===== src/sv/rss_pkg.sv =====
// Shared types, constants and trig helpers for the range scan object segmenter.
package rss_pkg;

    localparam int SCAN_STEPS  = 360;
    localparam int MAX_OBJECTS = 10;
    localparam int FIFO_DEPTH  = 4;

    localparam int DIST_W   = 12;
    localparam int ANG_W    = 9;
    localparam int COORD_W  = 13;
    localparam int IDX_W    = 4;
    localparam int SINE_W   = 13;
    localparam int FRAC_W   = 12;
    localparam int PROD_W   = DIST_W + SINE_W;
    localparam int ADDR_W   = $clog2(SCAN_STEPS);
    localparam int CNT_W    = $clog2(MAX_OBJECTS + 1);
    localparam int FIFO_AW  = $clog2(FIFO_DEPTH);

    localparam int IN_TDATA_W  = 24;
    localparam int OUT_TDATA_W = 80;
    localparam int PADDR_W     = 3;
    localparam int PDATA_W     = 32;

    localparam logic [PROD_W-1:0] ROUND_HALF = PROD_W'(1) << (FRAC_W - 1);

    localparam logic [ANG_W-1:0] QUARTER    = 9'd90;
    localparam logic [ANG_W-1:0] HALF_TURN  = 9'd180;
    localparam logic [ANG_W-1:0] THREE_Q    = 9'd270;
    localparam logic [ANG_W-1:0] FULL_TURN  = 9'd360;
    localparam logic [ANG_W-1:0] LAST_ANGLE = 9'd359;

    // register map, indexed by paddr[2]
    localparam logic REG_THR = 1'b0;
    localparam logic REG_MIN = 1'b1;

    localparam logic [DIST_W-1:0] THR_RESET = 12'd480;
    localparam logic [DIST_W-1:0] MIN_RESET = 12'd32;

    typedef enum logic [1:0] {
        K_NONE,
        K_START,
        K_END
    } t_kind;

    typedef struct packed {
        t_kind              kind;
        logic               first;
        logic [ANG_W-1:0]   angle;
        logic [DIST_W-1:0]  meas;
        logic [ANG_W-1:0]   mid;
        logic [DIST_W-1:0]  mid_dist;
    } t_cmd;

    // first member in the top bits: start_x ends up at bit 0
    typedef struct packed {
        logic [IDX_W-1:0]          object_index;
        logic [DIST_W-1:0]         mid_distance;
        logic [ANG_W-1:0]          mid_angle;
        logic signed [COORD_W-1:0] end_y;
        logic signed [COORD_W-1:0] end_x;
        logic signed [COORD_W-1:0] start_y;
        logic signed [COORD_W-1:0] start_x;
    } t_obj;

    typedef struct packed {
        logic              neg;
        logic [SINE_W-1:0] mag;
    } t_trig;

    // round(4096*sin(k deg)), k = 0..90
    localparam logic [SINE_W-1:0] QSINE [0:90] = '{
        13'd0,    13'd71,   13'd143,  13'd214,  13'd286,  13'd357,  13'd428,  13'd499,
        13'd570,  13'd641,  13'd711,  13'd782,  13'd852,  13'd921,  13'd991,  13'd1060,
        13'd1129, 13'd1198, 13'd1266, 13'd1334, 13'd1401, 13'd1468, 13'd1534, 13'd1600,
        13'd1666, 13'd1731, 13'd1796, 13'd1860, 13'd1923, 13'd1986, 13'd2048, 13'd2110,
        13'd2171, 13'd2231, 13'd2290, 13'd2349, 13'd2408, 13'd2465, 13'd2522, 13'd2578,
        13'd2633, 13'd2687, 13'd2741, 13'd2793, 13'd2845, 13'd2896, 13'd2946, 13'd2996,
        13'd3044, 13'd3091, 13'd3138, 13'd3183, 13'd3228, 13'd3271, 13'd3314, 13'd3355,
        13'd3396, 13'd3435, 13'd3474, 13'd3511, 13'd3547, 13'd3582, 13'd3617, 13'd3650,
        13'd3681, 13'd3712, 13'd3742, 13'd3770, 13'd3798, 13'd3824, 13'd3849, 13'd3873,
        13'd3896, 13'd3917, 13'd3937, 13'd3956, 13'd3974, 13'd3991, 13'd4006, 13'd4021,
        13'd4034, 13'd4046, 13'd4056, 13'd4065, 13'd4074, 13'd4080, 13'd4086, 13'd4090,
        13'd4094, 13'd4095, 13'd4096
    };

    function automatic logic [ANG_W-1:0] reduce_deg(input logic [ANG_W-1:0] a);
        return (a >= FULL_TURN) ? a - FULL_TURN : a;
    endfunction

    function automatic t_trig sine_deg(input logic [ANG_W-1:0] a);
        logic [ANG_W-1:0] r;
        t_trig t;
        r = reduce_deg(a);
        t.neg = 1'b0;
        if (r <= QUARTER) begin
            t.mag = QSINE[r[6:0]];
        end else if (r <= HALF_TURN) begin
            t.mag = QSINE[7'(HALF_TURN - r)];
        end else if (r <= THREE_Q) begin
            t.neg = 1'b1;
            t.mag = QSINE[7'(r - HALF_TURN)];
        end else begin
            t.neg = 1'b1;
            t.mag = QSINE[7'(FULL_TURN - r)];
        end
        return t;
    endfunction

    function automatic t_trig cos_deg(input logic [ANG_W-1:0] a);
        return sine_deg(reduce_deg(a) + QUARTER);
    endfunction

endpackage


===== src/sv/rss_fifo.sv =====
// Short command queue between the front end and the back end.
module rss_fifo (
    input  logic           i_clk,
    input  logic           i_rst_n,
    input  logic           i_push,
    input  rss_pkg::t_cmd  i_cmd,
    output logic           o_full,
    input  logic           i_pop,
    output rss_pkg::t_cmd  o_head,
    output logic           o_empty
);

    rss_pkg::t_cmd               r_mem [0:rss_pkg::FIFO_DEPTH-1];
    logic [rss_pkg::FIFO_AW-1:0] r_wr;
    logic [rss_pkg::FIFO_AW-1:0] r_rd;
    logic [rss_pkg::FIFO_AW:0]   r_count;

    assign o_full  = int'(r_count) == rss_pkg::FIFO_DEPTH;
    assign o_empty = r_count == '0;
    assign o_head  = r_mem[r_rd];

    always_ff @(posedge i_clk) begin
        if (i_push) begin
            r_mem[r_wr] <= i_cmd;
        end
    end

    always_ff @(posedge i_clk) begin
        if (!i_rst_n) begin
            r_wr    <= '0;
            r_rd    <= '0;
            r_count <= '0;
        end else begin
            if (i_push) begin
                r_wr <= r_wr + 1'b1;
            end
            if (i_pop) begin
                r_rd <= r_rd + 1'b1;
            end
            if (i_push && !i_pop) begin
                r_count <= r_count + 1'b1;
            end else if (!i_push && i_pop) begin
                r_count <= r_count - 1'b1;
            end
        end
    end

endmodule


===== config.mk =====
export PLATFORM = sky130hd
export DESIGN_NAME = rss_fifo
export DESIGN_NICKNAME = d
export VERILOG_FILES = /design/src/sv/rss_pkg.sv /design/src/sv/rss_fifo.sv
export SDC_FILE = /design/constraint.sdc
export NUM_CORES = 1
export LEC_CHECK = 0
export BUFFER_PORTS_ARGS = -buffer_cell sky130_fd_sc_hd__buf_2
export CORE_ASPECT_RATIO = 1.1
export CORE_MARGIN = 10
export CORE_UTILIZATION = 30
export DETAILED_ROUTE_END_ITERATION = 6
export GPL_TIMING_DRIVEN = 0
export PLACE_DENSITY = 0.52
export SETUP_SLACK_MARGIN = 0.3
export SLEW_MARGIN = 20
export SYNTH_ARGS = -nofsm -noshare
export SYNTH_HDL_FRONTEND = slang
export SYNTH_SLANG_ARGS = --single-unit
export TNS_END_PERCENT = 30

===== constraint.sdc =====
create_clock -name i_clk -period 2.6 [get_ports i_clk]
set_clock_uncertainty 0.2 [all_clocks]
set_input_delay 0.26 -clock i_clk [delete_from_list [all_inputs] [get_ports i_clk]]
set_output_delay 0.26 -clock i_clk [all_outputs]
set_load 0.01 [all_outputs]

Yosys cells after proc, flatten, opt, wreduce, memory -nomap -nowiden
Memories as Yosys holds them, arrays and structs flattened. A register that Yosys moved wholly into a read port is not among the register bits.
Cells that the tools add are included.
Storage, ports and cells
  flip-flop bits (word level): 7
  latch bits: 0
  RAM bits: 180
  bits in read-only memories: 0
  logic and storage cells: 21
  memories kept: 1
Operators by class
  $add $sub $neg: 4
  multipliers: 0
  div/mod/pow operators: 0
  magnitude comparators: 0
  eq/ne operators: 1
  shift operators: 0
  muxes and demuxes: 6
  bitwise gates (word level): 0
  reductions and logical operators: 6
Memories
  r_mem: words 4, bits a word 45, rd ports 1, clocked after Yosys merged registers in 1, wr ports 1, RTL line rss_fifo.sv:13  | rss_pkg::t_cmd r_mem [0:rss_pkg::FIFO_DEPTH-1];
Operators by type and width (count)
  two-way mux 3 bit: 2
  adder 2 x 1 -> 2 bit (second input constant): 2
  two-way mux 2 bit: 2
  adder 3 x 1 -> 3 bit (second input constant): 1
  == test 3 bit (second input constant): 1
  zero test 3 bit: 1
  subtractor 3 x 1 -> 3 bit (second input constant): 1
  logical AND 1 bit: 2
  zero test 1 bit: 2
  two-way mux 1 bit: 2
  nonzero test 2 bit: 1

Longest topological paths before layout
  depth in word-level cells: 4
  mapped depth: 7
  gate-level depth less buffers: 7

Least setup slack after synthesis
OpenSTA, ideal clock, no wires.
  path type: register to register
  from: register r_wr[0] (netlist name)
  to: memory r_mem[2][0] (netlist name), enable pin
  library setup time: 0.407 ns
  data arrival time: 1.621 ns
  path slack: 0.372 ns
  stages on the path, launching flop included: 4
  clock period less this slack: 2.228 ns
  path through: dfxtp_1 -> inv_1 -> ha_1 -> and2_1
RTL lines
  from (decl): RTL line rss_fifo.sv:14  | logic [rss_pkg::FIFO_AW-1:0] r_wr;
  from (signal assigned): RTL line rss_fifo.sv:35  | r_wr <= r_wr + 1'b1;
  to (decl): RTL line rss_fifo.sv:13
No word-level cell before the write port.

==> metrics <==
Initial Utilization=0.305; CP arrival=1.80 ns; Die Area=29800 um2; Period minus WS final=2.26 ns; H-tree levels=4; Layout Nets=about 500; Post-Syn Area=approximately 7000 um2; drt first pass iters=5; synth warn=0; fin crit share=0.869; Synth Instances=278; HPWL after DPL=8700 um; vias per inst=4.38; largest cells by area after synthesis=edfxtp_1 (77%), mux4_2 (13%), dfxtp_1 (2.6%), mux4_1 (1.9%), buf_12 (1.1%); Final Max Tran Viols=0; leakage power=3.18 nW; Synth-to-Final Area Change=31.8%; Slowest cell on crit path=mux4_2; synth unique cells=22; Min-Delay Path Class=in2reg; Port Buf Inserts=95; PnR worst setup slack=0.340 ns; dpl cells=677; Yosys reg bits=189; Die Width=166 um; Final Hold Viols=0; CP Max Fanout=8; Std-Cell Rows=58; Mapped Avg Cell Area=~25 um2; clock-pin slew on the worst setup and hold paths=0.07 ns; Die Ht=180 um; initial antenna violation count=0; Critical Path End Type=output port; post-route setup TNS=0 ns; unrepaired setup endpoints after global routing=true; vias in the first global route=around 3800; Fmax achieved=442 MHz; top-area cell type share of the netlist area=0.772; Worst-Margin Slew=0.346 ns; register area share after synthesis=0.798; required time worst endpoint=2.14 ns; CTS tree=built; clock latency at the later pin of the worst-skew pair=0.42 ns; DRC Markers=0; WL per Instance=18.5 um; Post-Layout Cell Count=762; cell-by-cell trace of the critical path=buf_12 -> clkbuf_16 -> mux4_2 -> buf_2; PwrDens=between 700 and 800 nW/um2; clk sink count=~190; GP Congestion=0.654; antenna cells=0; Longest Clk Path Bufs=2; Slew headroom=0.769; Core Area=22900 um2; Design Area, Final=9220 um2; gr usage total=0.0956; placed cell area=7940 um2; syn nets=approximately 330; Setup violations, final=0; largest net degree at the start of global routing=29; Reg area=5590 um2; Detailed Route Iter0 Violations=around 150; first-pass GRT wire length=22100 um; CTS buffer count=17; Setup CP Type=reg2out; Max Cap Viol=0; DRT Wirelength=14100 um; slowest cell delay on critical path=0.50 ns; Fillers=~2100; clk root buf=clkbuf_16; I/O pin count=96; grt ovf=0; peak supply drop=414 uV; Worst setup SP type=register; ANT nets after route=0; footprint of the multi-input gates=1290 um2; post-synth top area cell=edfxtp_1; vias=3335; status=completed; pre-CTS setup slack=0.469 ns; layout cells sized above 1=0.413
==> cell usage after synthesis (all sizes together) <==
cell / count
ha: 5
fa: 1
mux2i: 2
clkbuf: 1
a21boi: 1
buf: 9
dfxtp: 9
xnor2: 2
mux4: 45
and2: 9
nor3: 1
nor2b: 2
nand2: 1
xor2: 3
or3: 1
edfxtp: 180
inv: 4
nor3b: 1
o21ai: 1
==> worst max-delay path: cells and delay by family (launching register included) <==
kind | cells | cell delay [ns]
muxes | 1 | 0.50
DFF | 1 | 0.38
buffers and inverters | 3 | 0.50
==> routing by layer <==
metal	GRT usage	vias up	wire length [um]	part of all wire
li1	-	1515	-	-
met4	0.0309	0	145	0.010
met1	0.115	1738	6180	0.44
met5	0	-	0	0
met3	0.0338	8	688	0.049
met2	0.156	74	7120	0.50
==> placed cells by master (no fill, tap or decap), drive strengths merged, types with 2 or more instances in the layout <==
| master | instances |
|---|---|
| edfxtp | 180 |
| buf | 109 |
| dlygate4sd3 | 48 |
| mux4 | 45 |
| clkbuf | 23 |
| dfxtp | 9 |
| and2 | 9 |
| inv | 9 |
| clkinv | 7 |
| ha | 5 |
| xor2 | 3 |
| xnor2 | 2 |
| mux2i | 2 |
| nor2b | 2 |
| bufinv | 2 |
==> state kept, by name, summed over array words and instances (netlist names), named ones only <==
register and flops:
r_count 3, r_wr 2, r_rd 2, r_mem 180
==> power breakdown <==
| part | switching [mW] | internal [mW] | leakage, nW |
|---|---|---|---|
| clock | 1.17 | 1.45 | 0.298 |
| sequential | 0.0394 | 3.49 | 1.73 |
| combinational | 0.389 | 0.442 | 1.15 |
| total | 1.60 | 5.39 | 3.18 |
==> what timing repair did <==
action                     CTS  global route
resized for setup            7             9
gates cloned                 0             5
buffers inserted             1             0
setup endpoints to repair   40            34
hold endpoints to repair   189             0
hold buffers                48             0
==> worst paths after layout <==
| kind | startpoint | end | slack [ns] | cells after the start |
|---|---|---|---|---|
| worst max-delay path | register | o_head[2] | 0.34 | 4 |
| worst min-delay path | i_push | r_wr[1] | 0.04 | 3 |
| worst max register to register | r_count[0] | r_count[2] | 0.80 | 4 |
| worst min register to register | r_count[2] | r_count[2] | 0.36 | 2 |
==> per-stage QoR <==
| stage | utilization | hold slack, ns | power, mW |
|---|---|---|---|
| 6_report | 0.402 | 0.0425 | 6.99 |
| 5_1_grt | 0.402 | 0.0623 | 7.31 |
| 4_1_cts | 0.395 | 0.0290 | 7.05 |
| 3_5_place_dp | 0.346 | 0.277 | 4.33 |
| 3_3_place_gp | 0.342 | 0.271 | 4.30 |
| 2_1_floorplan | - | 0.159 | 4.01 |
==> cells by family (layout without fill, tap and decap cells) <==
group | Yosys count | count (layout) | synth area share
AND/OR/NAND/NOR | 15 | 15 | 0.0130
multiplexers | 47 | 47 | 0.150
buffers and inverters | 14 | 198 | 0.0188
flip-flops | 189 | 189 | 0.798
AO/OA/AOI/OAI | 2 | 2 | 0.00179
XOR/XNOR | 5 | 5 | 0.00626
adder cells (fa/ha/maj) | 6 | 6 | 0.0118
==> area by class of cell <==
cell class | instances | area share
clock inverters | 14 | 0.0197
repair buffers | 153 | 0.131
well taps | 300 | 0.0407
plain buffers | 10 | 0.0149
clock buffers | 17 | 0.0461
flip-flops and latches | 189 | 0.606
inverters | 4 | 0.00163
multi-input cells | 75 | 0.140
Note: power is estimated with default switching activity, not from simulation.
