--- src/sv/rss_pkg.sv ---
// Shared types, constants and trig helpers for the range scan object segmenter.
package rss_pkg;

    localparam int SCAN_STEPS  = 360;
    localparam int MAX_OBJECTS = 10;
    localparam int FIFO_DEPTH  = 4;

    localparam int DIST_W   = 12;
    localparam int ANG_W    = 9;
    localparam int COORD_W  = 13;
    localparam int IDX_W    = 4;
    localparam int SINE_W   = 13;
    localparam int FRAC_W   = 12;
    localparam int PROD_W   = DIST_W + SINE_W;
    localparam int ADDR_W   = $clog2(SCAN_STEPS);
    localparam int CNT_W    = $clog2(MAX_OBJECTS + 1);
    localparam int FIFO_AW  = $clog2(FIFO_DEPTH);

    localparam int IN_TDATA_W  = 24;
    localparam int OUT_TDATA_W = 80;
    localparam int PADDR_W     = 3;
    localparam int PDATA_W     = 32;

    localparam logic [PROD_W-1:0] ROUND_HALF = PROD_W'(1) << (FRAC_W - 1);

    localparam logic [ANG_W-1:0] QUARTER    = 9'd90;
    localparam logic [ANG_W-1:0] HALF_TURN  = 9'd180;
    localparam logic [ANG_W-1:0] THREE_Q    = 9'd270;
    localparam logic [ANG_W-1:0] FULL_TURN  = 9'd360;
    localparam logic [ANG_W-1:0] LAST_ANGLE = 9'd359;

    // register map, indexed by paddr[2]
    localparam logic REG_THR = 1'b0;
    localparam logic REG_MIN = 1'b1;

    localparam logic [DIST_W-1:0] THR_RESET = 12'd480;
    localparam logic [DIST_W-1:0] MIN_RESET = 12'd32;

    typedef enum logic [1:0] {
        K_NONE,
        K_START,
        K_END
    } t_kind;

    typedef struct packed {
        t_kind              kind;
        logic               first;
        logic [ANG_W-1:0]   angle;
        logic [DIST_W-1:0]  meas;
        logic [ANG_W-1:0]   mid;
        logic [DIST_W-1:0]  mid_dist;
    } t_cmd;

    // first member in the top bits: start_x ends up at bit 0
    typedef struct packed {
        logic [IDX_W-1:0]          object_index;
        logic [DIST_W-1:0]         mid_distance;
        logic [ANG_W-1:0]          mid_angle;
        logic signed [COORD_W-1:0] end_y;
        logic signed [COORD_W-1:0] end_x;
        logic signed [COORD_W-1:0] start_y;
        logic signed [COORD_W-1:0] start_x;
    } t_obj;

    typedef struct packed {
        logic              neg;
        logic [SINE_W-1:0] mag;
    } t_trig;

    // round(4096*sin(k deg)), k = 0..90
    localparam logic [SINE_W-1:0] QSINE [0:90] = '{
        13'd0,    13'd71,   13'd143,  13'd214,  13'd286,  13'd357,  13'd428,  13'd499,
        13'd570,  13'd641,  13'd711,  13'd782,  13'd852,  13'd921,  13'd991,  13'd1060,
        13'd1129, 13'd1198, 13'd1266, 13'd1334, 13'd1401, 13'd1468, 13'd1534, 13'd1600,
        13'd1666, 13'd1731, 13'd1796, 13'd1860, 13'd1923, 13'd1986, 13'd2048, 13'd2110,
        13'd2171, 13'd2231, 13'd2290, 13'd2349, 13'd2408, 13'd2465, 13'd2522, 13'd2578,
        13'd2633, 13'd2687, 13'd2741, 13'd2793, 13'd2845, 13'd2896, 13'd2946, 13'd2996,
        13'd3044, 13'd3091, 13'd3138, 13'd3183, 13'd3228, 13'd3271, 13'd3314, 13'd3355,
        13'd3396, 13'd3435, 13'd3474, 13'd3511, 13'd3547, 13'd3582, 13'd3617, 13'd3650,
        13'd3681, 13'd3712, 13'd3742, 13'd3770, 13'd3798, 13'd3824, 13'd3849, 13'd3873,
        13'd3896, 13'd3917, 13'd3937, 13'd3956, 13'd3974, 13'd3991, 13'd4006, 13'd4021,
        13'd4034, 13'd4046, 13'd4056, 13'd4065, 13'd4074, 13'd4080, 13'd4086, 13'd4090,
        13'd4094, 13'd4095, 13'd4096
    };

    function automatic logic [ANG_W-1:0] reduce_deg(input logic [ANG_W-1:0] a);
        return (a >= FULL_TURN) ? a - FULL_TURN : a;
    endfunction

    function automatic t_trig sine_deg(input logic [ANG_W-1:0] a);
        logic [ANG_W-1:0] r;
        t_trig t;
        r = reduce_deg(a);
        t.neg = 1'b0;
        if (r <= QUARTER) begin
            t.mag = QSINE[r[6:0]];
        end else if (r <= HALF_TURN) begin
            t.mag = QSINE[7'(HALF_TURN - r)];
        end else if (r <= THREE_Q) begin
            t.neg = 1'b1;
            t.mag = QSINE[7'(r - HALF_TURN)];
        end else begin
            t.neg = 1'b1;
            t.mag = QSINE[7'(FULL_TURN - r)];
        end
        return t;
    endfunction

    function automatic t_trig cos_deg(input logic [ANG_W-1:0] a);
        return sine_deg(reduce_deg(a) + QUARTER);
    endfunction

endpackage

--- src/sv/rss_back.sv ---
// Back end: trig lookup, scaling, extent check and the object output register.
module rss_back (
    input  logic                        i_clk,
    input  logic                        i_rst_n,
    input  logic                        i_empty,
    input  rss_pkg::t_cmd               i_cmd,
    output logic                        o_pop,
    input  logic [rss_pkg::DIST_W-1:0]  i_min_ext,
    output logic                        o_valid,
    input  logic                        i_ready,
    output rss_pkg::t_obj               o_obj
);

    typedef struct packed {
        rss_pkg::t_kind              kind;
        logic                        first;
        logic [rss_pkg::ANG_W-1:0]   mid;
        logic [rss_pkg::DIST_W-1:0]  mid_dist;
    } t_tag;

    logic                             w_en;

    logic                             r1_valid;
    t_tag                             r1_tag;
    logic [rss_pkg::DIST_W-1:0]       r1_dist;
    rss_pkg::t_trig                   r1_sin;
    rss_pkg::t_trig                   r1_cos;

    logic                             r2_valid;
    t_tag                             r2_tag;
    logic                             r2_sneg;
    logic                             r2_cneg;
    logic [rss_pkg::PROD_W-1:0]       r2_ps;
    logic [rss_pkg::PROD_W-1:0]       r2_pc;

    logic                             r3_valid;
    t_tag                             r3_tag;
    logic signed [rss_pkg::COORD_W-1:0] r3_x;
    logic signed [rss_pkg::COORD_W-1:0] r3_y;

    logic                             r_out_valid;
    rss_pkg::t_obj                    r_obj;
    logic [rss_pkg::CNT_W-1:0]        r_count;
    logic signed [rss_pkg::COORD_W-1:0] r_sx;
    logic signed [rss_pkg::COORD_W-1:0] r_sy;

    logic [rss_pkg::PROD_W-1:0]       w_rs;
    logic [rss_pkg::PROD_W-1:0]       w_rc;
    logic [rss_pkg::COORD_W-1:0]      w_qs;
    logic [rss_pkg::COORD_W-1:0]      w_qc;
    logic signed [rss_pkg::COORD_W-1:0] w_x;
    logic signed [rss_pkg::COORD_W-1:0] w_y;

    logic [rss_pkg::CNT_W-1:0]        w_cnt;
    logic signed [rss_pkg::COORD_W-1:0] w_sx;
    logic signed [rss_pkg::COORD_W-1:0] w_sy;
    logic signed [rss_pkg::COORD_W:0] w_dx;
    logic signed [rss_pkg::COORD_W:0] w_dy;
    logic [rss_pkg::COORD_W:0]        w_adx;
    logic [rss_pkg::COORD_W:0]        w_ady;
    logic                             w_emit;
    logic [rss_pkg::CNT_W-1:0]        n_count;
    logic signed [rss_pkg::COORD_W-1:0] n_sx;
    logic signed [rss_pkg::COORD_W-1:0] n_sy;

    assign w_en    = !r_out_valid || i_ready;
    assign o_pop   = w_en && !i_empty;
    assign o_valid = r_out_valid;
    assign o_obj   = r_obj;

    // round half away from zero on the magnitude, then apply the sign
    assign w_rs = (r2_ps + rss_pkg::ROUND_HALF) >> rss_pkg::FRAC_W;
    assign w_rc = (r2_pc + rss_pkg::ROUND_HALF) >> rss_pkg::FRAC_W;
    assign w_qs = rss_pkg::COORD_W'(w_rs);
    assign w_qc = rss_pkg::COORD_W'(w_rc);
    assign w_x  = r2_sneg ? $signed(w_qs) : -$signed(w_qs);
    assign w_y  = r2_cneg ? -$signed(w_qc) : $signed(w_qc);

    assign w_cnt  = r3_tag.first ? '0 : r_count;
    assign w_sx   = r3_tag.first ? '0 : r_sx;
    assign w_sy   = r3_tag.first ? '0 : r_sy;
    assign w_dx   = {r3_x[rss_pkg::COORD_W-1], r3_x} - {w_sx[rss_pkg::COORD_W-1], w_sx};
    assign w_dy   = {r3_y[rss_pkg::COORD_W-1], r3_y} - {w_sy[rss_pkg::COORD_W-1], w_sy};
    assign w_adx  = w_dx[rss_pkg::COORD_W] ? $unsigned(-w_dx) : $unsigned(w_dx);
    assign w_ady  = w_dy[rss_pkg::COORD_W] ? $unsigned(-w_dy) : $unsigned(w_dy);
    assign w_emit = (r3_tag.kind == rss_pkg::K_END)
                  && (int'(w_cnt) < rss_pkg::MAX_OBJECTS)
                  && (w_adx >= (rss_pkg::COORD_W + 1)'(i_min_ext))
                  && (w_ady >= (rss_pkg::COORD_W + 1)'(i_min_ext));

    assign n_count = w_emit ? w_cnt + 1'b1 : w_cnt;
    assign n_sx    = (r3_tag.kind == rss_pkg::K_START) ? r3_x : w_sx;
    assign n_sy    = (r3_tag.kind == rss_pkg::K_START) ? r3_y : w_sy;

    always_ff @(posedge i_clk) begin
        if (w_en) begin
            r1_tag  <= '{kind: i_cmd.kind, first: i_cmd.first, mid: i_cmd.mid,
                         mid_dist: i_cmd.mid_dist};
            r1_dist <= i_cmd.meas;
            r1_sin  <= rss_pkg::sine_deg(i_cmd.angle);
            r1_cos  <= rss_pkg::cos_deg(i_cmd.angle);

            r2_tag  <= r1_tag;
            r2_sneg <= r1_sin.neg;
            r2_cneg <= r1_cos.neg;
            r2_ps   <= rss_pkg::PROD_W'(r1_dist) * rss_pkg::PROD_W'(r1_sin.mag);
            r2_pc   <= rss_pkg::PROD_W'(r1_dist) * rss_pkg::PROD_W'(r1_cos.mag);

            r3_tag  <= r2_tag;
            r3_x    <= w_x;
            r3_y    <= w_y;

            if (r3_valid && w_emit) begin
                r_obj.start_x      <= w_sx;
                r_obj.start_y      <= w_sy;
                r_obj.end_x        <= r3_x;
                r_obj.end_y        <= r3_y;
                r_obj.mid_angle    <= r3_tag.mid;
                r_obj.mid_distance <= r3_tag.mid_dist;
                r_obj.object_index <= rss_pkg::IDX_W'(w_cnt);
            end
        end
    end

    always_ff @(posedge i_clk) begin
        if (!i_rst_n) begin
            r1_valid    <= 1'b0;
            r2_valid    <= 1'b0;
            r3_valid    <= 1'b0;
            r_out_valid <= 1'b0;
            r_count     <= '0;
            r_sx        <= '0;
            r_sy        <= '0;
        end else if (w_en) begin
            r1_valid    <= o_pop;
            r2_valid    <= r1_valid;
            r3_valid    <= r2_valid;
            r_out_valid <= r3_valid && w_emit;
            if (r3_valid) begin
                r_count <= n_count;
                r_sx    <= n_sx;
                r_sy    <= n_sy;
            end
        end
    end

endmodule

--- config.mk ---
export PLATFORM = sky130hd
export DESIGN_NAME = rss_back
export DESIGN_NICKNAME = d
export VERILOG_FILES = /design/src/sv/rss_pkg.sv /design/src/sv/rss_back.sv
export SDC_FILE = /design/constraint.sdc
export NUM_CORES = 2
export LEC_CHECK = 0
export BUFFER_PORTS_ARGS = -buffer_cell sky130_fd_sc_hd__buf_2
export CAP_MARGIN = 20
export CORE_MARGIN = 2
export CORE_UTILIZATION = 32
export CTS_CLUSTER_SIZE = 16
export DETAILED_ROUTE_END_ITERATION = 6
export HOLD_SLACK_MARGIN = 0.06
export MAX_ROUTING_LAYER = met4
export SKIP_CTS_REPAIR_TIMING = 1
export SLEW_MARGIN = 15
export SYNTH_ARGS = -nofsm -noshare
export SYNTH_HDL_FRONTEND = slang
export SYNTH_SLANG_ARGS = --single-unit
export TNS_END_PERCENT = 20
--- constraint.sdc ---
create_clock -name i_clk -period 14.83 [get_ports i_clk]
set_clock_uncertainty 0.2 [all_clocks]
set_input_delay 0.7415 -clock i_clk [delete_from_list [all_inputs] [get_ports i_clk]]
set_output_delay 0.7415 -clock i_clk [all_outputs]
set_load 0.02 [all_outputs]
### Word level (Yosys, flattened, before mapping)

Memories as Yosys holds them, arrays and structs flattened.
Index checks and enable logic that the tools add are counted.

* magnitude comparators: 19
* $mul: 2
* mux-type cells: 34
* bitwise gates (word level): 8
* add/subtract/negate cells: 18
* eq/ne operators: 2
* reduce and logical (&&, ||, !) cells: 12

Operator list (number)
* two-way mux 13 bit: 28
* >= comparator 8 bit, second input constant: 8
* NOT 7 -> 8 bit: 8
* adder 25 x 12 -> 25 bit, second input constant: 2
* multiplier 12 x 13 -> 25 bit: 2
* >= comparator 14 x 12 -> 1 bit: 2
* two-way mux 14 bit: 2
* negator 14 bit: 2
* subtractor 13 x 13 -> 14 bit: 2
* negator 13 bit: 2
* >= comparator 9 bit, second input constant: 2
* less-or-equal comparator 9 x 7 -> 1 bit, second input constant: 2
* less-or-equal comparator 9 x 8 -> 1 bit, second input constant: 2
* less-or-equal comparator 9 bit, second input constant: 2
* two-way mux 9 bit: 2
* subtractor 9 bit, second input constant: 2
* subtractor 6 x 7 -> 7 bit, first input constant: 2
* subtractor 7 x 6 -> 7 bit, second input constant: 2
* subtractor 7 bit, first input constant: 2
* adder 9 x 7 -> 9 bit, second input constant: 1
* two-way mux 4 bit: 2
* logical AND 1 bit: 5
* adder 4 x 1 -> 4 bit, second input constant: 1
* less-than comparator 4 bit, second input constant: 1
* other kinds (6): 9

* bits in registers: 301
* bits in read-only memories: 13312
* output and inout port bits: 79
* word-level logic and storage cells: 140
* input port bits: 61
* memories kept: 8

Memories
* (no name shown): words 128, bits a word 13, read ports 1, clocked after memory_dff 0, wr ports 0, RTL line rss_pkg.sv:104 `t.mag = QSINE[7'(FULL_TURN - r)];`
* (no name shown): words 128, bits a word 13, read ports 1, clocked after memory_dff 0, wr ports 0, RTL line rss_pkg.sv:101 `t.mag = QSINE[7'(r - HALF_TURN)];`
* (no name shown): words 128, bits a word 13, read ports 1, clocked after memory_dff 0, wr ports 0, RTL line rss_pkg.sv:98 `t.mag = QSINE[7'(HALF_TURN - r)];`
* (no name shown): words 128, bits a word 13, read ports 1, clocked after memory_dff 0, wr ports 0, RTL line rss_pkg.sv:96 `t.mag = QSINE[r[6:0]];`
* (no name shown): words 128, bits a word 13, read ports 1, clocked after memory_dff 0, wr ports 0, RTL line rss_pkg.sv:104
* (no name shown): words 128, bits a word 13, read ports 1, clocked after memory_dff 0, wr ports 0, RTL line rss_pkg.sv:101
* +2 memories

### Logic depth before layout (Yosys ltp)

* depth after elaboration: 13
* mapped depth: 34
* depth with buffers taken out: 27

### Worst setup path before layout

Ideal clock, no wire load.

* path kind: input port to flip-flop
* start point: in i_cmd[35] (netlist name)
* end point: reg r1_cos[7] (netlist name) (data pin)
* required time: 14361 ps
* arrival time: 7001 ps
* library setup time: 269 ps
* cell stages on the path: 30
* path buffers: 8
* slack: 7360 ps
* cell sequence: or4b_4 o211a_4 o21ai_1 nand2_1 inv_2 buf_1 clkbuf_1 buf_1 ha_1 nor2_1 nand2_1 or4_1 a41oi_2 a31o_1 buf_6 xnor2_4 inv_2 buf_6 buf_2 buf_1 ha_1 nand2_1 and3_1 o21ai_1 nand2_1 buf_2 maj3_1 xnor2_1 a211oi_1 o211ai_1

* cells in the longest elaborated chain, start to end: 13
* elaborated cells on any way between the ends: 32
* classes of those cells: add/sub (6); order compare (5); mux (13); bitwise (4); memory (4)

RTL lines
* start, declared: RTL line rss_back.sv:6 `input rss_pkg::t_cmd i_cmd,`
* subtractor 9 bit or >= comparator 9 bit (tied branches): RTL line rss_pkg.sv:87 `return (a >= FULL_TURN) ? a - FULL_TURN : a;`
* two-way mux 9 bit *: RTL line rss_pkg.sv:87
* adder 9 x 7 -> 9 bit *: RTL line rss_pkg.sv:110 `return sine_deg(reduce_deg(a) + QUARTER);`
* subtractor 9 bit or >= comparator 9 bit (tied branches): RTL line rss_pkg.sv:87
* two-way mux 9 bit *: RTL line rss_pkg.sv:87
* subtractor 7 bit or subtractor 7 x 6 -> 7 bit (tied branches): RTL line rss_pkg.sv:104, rss_pkg.sv:101
* NOT 7 -> 8 bit, on equally long branches: RTL line rss_pkg.sv:104, rss_pkg.sv:101
* memory read (128 x 13 bit), on equally long branches
* two-way mux 13 bit, on equally long branches (2 in a row): RTL line rss_pkg.sv:104, rss_pkg.sv:101
* two-way mux 13 bit: RTL line rss_pkg.sv:99 `end else if (r <= THREE_Q) begin`
* two-way mux 13 bit: RTL line rss_pkg.sv:97 `end else if (r <= HALF_TURN) begin`
* two-way mux 13 bit *: RTL line rss_pkg.sv:95 `if (r <= QUARTER) begin`
* end signal, assigned: RTL line rss_back.sv:101 `r1_cos <= rss_pkg::cos_deg(i_cmd.angle);`
* end, declared: RTL line rss_back.sv:27 `rss_pkg::t_trig r1_cos;`

Every way passes the cells marked *; elsewhere a longest branch is shown, timed or not. The select of a mux whose other input is x is not followed.
A chain may end at the register's enable or synchronous reset.

### Final worst setup path

* start point: in i_cmd[33] (netlist name)
* end point: reg r1_cos[3] (netlist name) (data pin)

The elaborated chain is that of the path after synthesis.

==> results.md <==
- Core Util, Final: 0.353
- Bufs and invs on worst path: 10
- Final hold violations: 0
- P_leak: 0.0156 uW
- Flop-to-flop setup slack: 7230 ps
- CTS Buf Count: 34
- Final Critical Period: 9850 ps
- Wire per inst: 22.4 microns
- Tcrit/Tclk final: 0.664
- Post-synth top area cell: edfxtp_1
- Mux cell area share after synthesis: 0.0318
- Largest net degree at the start of global routing: 95
- First-pass iteration count of the detailed router: 7
- Worst r2r src: r1_dist[3]
- Ports: 140
- Synth area leaders: edfxtp_1 21%, fa_1 13%, ha_1 8.4%
- Starting DRT DRC Count: 3,990
- Count of warnings emitted by yosys: 0
- CP delay by family, top: buffers and inverters
- Area fraction of the dominant cell type after synthesis: 0.212
- # setup viols final: 0
- Most frequent cells in the layout: 592 x nand2_1, 339 x inv_1, 326 x nor2_1, 270 x o21ai_0, 254 x a21oi_1
- Drt total wl: 126,000 microns
- Die Y: 334 microns
- Post-Route Setup TNS: 0 ps
- Sink Count: 279
- Crit start category: input port
- Synth Area in Simple Gates: 0.180
- CORE AREA: 0.107 sq mm
- Die area: 0.111 sq mm
- Slew Limit Fails: 0
- CP Class: in -> reg
- Wire length of the first global-routing pass: 193,000 microns
- Via density per instance: 5.89
- H-Tree Depth: 2
- Worst min path class: in -> reg
- Mapped Cells: 4,240
- Number of distinct library cells after synthesis: 105
- Worst hold start: i_cmd[6]
- Final #Nets: 4,678
- Gr usage total: 0.227
- Ys flop type: edfxtp_1
- Reg clk slew, reported paths: 70 ps
- Vias in the first global route: 31.2k
- Register area share after synthesis: 0.231
- Crit-path max cell delay: 890 ps
- Number of flops mapped to enable cells by yosys: 245
- Synthesized flop and latch total: 279
- Peak Freq: 102 MHz
- Most numerous cell on the critical path: buf_4
- CP max stage cell: clkinv_1
- Post-synthesis adder-cell area fraction: 0.212
- Crit path launch: i_cmd[33]
- Die width: 334 microns
- Share of cells above drive strength 1: 0.0974
- Status: finished, final reports clean
- CTS tree: done
- Cell area after synthesis: 0.0348 sq mm
- Syn_nets: 4,755
- Commonest non-fill, non-tap cell in the layout: nand2_1
- Max Cap Viol: 0
- Compound-cell area share of the yosys netlist: 0.227
- Worst slew pin tran: 1210 ps
- Initial antenna violation count: 7
- Std-Cell Rows: 120
- CTS Buffer Depth: 3
- Initial Util: 0.324
- Unrepaired setup endpoints after global routing: no
- Routability Congestion: 0.968
- Worst EP required: 14,920 ps
- Slew HR: 0.192
- Maximum vdd ir drop: 0.434 mV
- Overflow after GRT: 0
- Synth-to-layout area growth: 8.92%
- CP max FO: 57
- Synth Area in XOR/XNOR: 0.0392
- DRC: 0
- Crit path DAT: 9940 ps
- Endpoint class of the critical path: flip-flop
- Worst-Skew Late Latency: 550 ps
- Clk root buf: clkbuf_16
- Pwr dens: 301 mW/mm^2
- Via count: 33.0k
- Post-Syn Area per Cell: 8.20 sq um
- PortBufs: 139
- Detail Placement HPWL: 89,400 microns
- Final antenna-violating net count: 0
- Asr flop ratio synth: 0
- Largest family of logic cells by synthesized area: compound AO/OA/AOI/OAI gates
-- area by class of cell --
type	count	area, sq um
tap	1403	1760
antenna	5	12.5
sequential	279	8040
clock inverter	22	251
timing repair buffer	241	1480
clock buffer	38	876
multi-input combinational	3259	24100
inverter	348	1310
fill	11172	69500
-- through the flow --
stage	cells	power [uW]	area (sq um)	worst slack [ps]	hold WS, ps
global placement	5527	10400	36700	4620	201
finish	5595	11400	37900	4980	161
detailed placement	5527	10500	36700	4590	205
floorplan	4240	8340	34800	7360	200
CTS	5587	11400	37800	5160	114
global route	5594	12800	37900	4380	125
-- worst paths after layout --
path	depth (start not counted)	endpoint
hold reg to reg	0	o_obj[59]
setup / recovery	29	r1_cos[3]
setup reg to reg	21	r2_ps[24]
hold / removal	1	r1_tag[6]
-- Yosys cell counts, types with 10 or more instances --
cell,instances
nand2_1,593
a2111oi_0,13
a21o_1,17
o221ai_1,22
o211ai_1,96
and2_1,93
nand3_1,85
or3_1,14
nor2_1,327
nand4_1,16
o21a_1,16
fa_1,222
a211oi_1,94
and3_1,26
nor3_1,89
nand2b_1,43
o41ai_1,10
mux4_2,21
o21ai_1,11
a21boi_0,21
a221oi_1,29
edfxtp_1,245
a31o_2,11
buf_1,28
clkbuf_1,278
mux2_2,10
xor2_1,42
o31ai_1,17
inv_1,341
a311oi_1,32
a211o_1,11
o311ai_0,29
nor2b_1,59
o22ai_1,18
o2111ai_1,11
a21oi_1,255
o21ai_0,271
a31oi_1,66
buf_2,41
mux2i_1,44
xnor2_1,97
a22oi_1,36
or2_2,11
ha_1,232
dfxtp_1,34
-- kinds of logic after synthesis --
family                     Yosys count
AOI/OAI and AO/OA                 1185
xor gates and xnor gates           145
adders and majority gates          456
buffers and inverters              702
DFF                                279
muxes                               80
and+or+nand+nor                   1393
-- metal layers --
metal  GRT usage  routed length [microns]
met5           -                        0
met3      0.0356                    12100
met2       0.332                    53600
met4      0.0929                     5960
met1       0.311                    53900
-- where the power goes --
part	leakage (uW)	internal, uW	total [uW]	switching (uW)
clock network	0.000554	487	839	352
registers	0.00282	1430	1690	258
logic	0.0122	3810	8890	5070
total	0.0156	5730	11400	5680
-- registers in the layout, summed over array words and instances (netlist names), 4 cells and up --
name and cells:
r_sx 13, r2_pc 14, r1_tag 24, r3_y 13, r3_x 13, r1_cos 14
r3_tag 24, r_sy 13, r1_sin 14, r2_tag 24, o_obj 77, r2_ps 14
r_count 4, r1_dist 12
(Power assumes the default switching activity.)
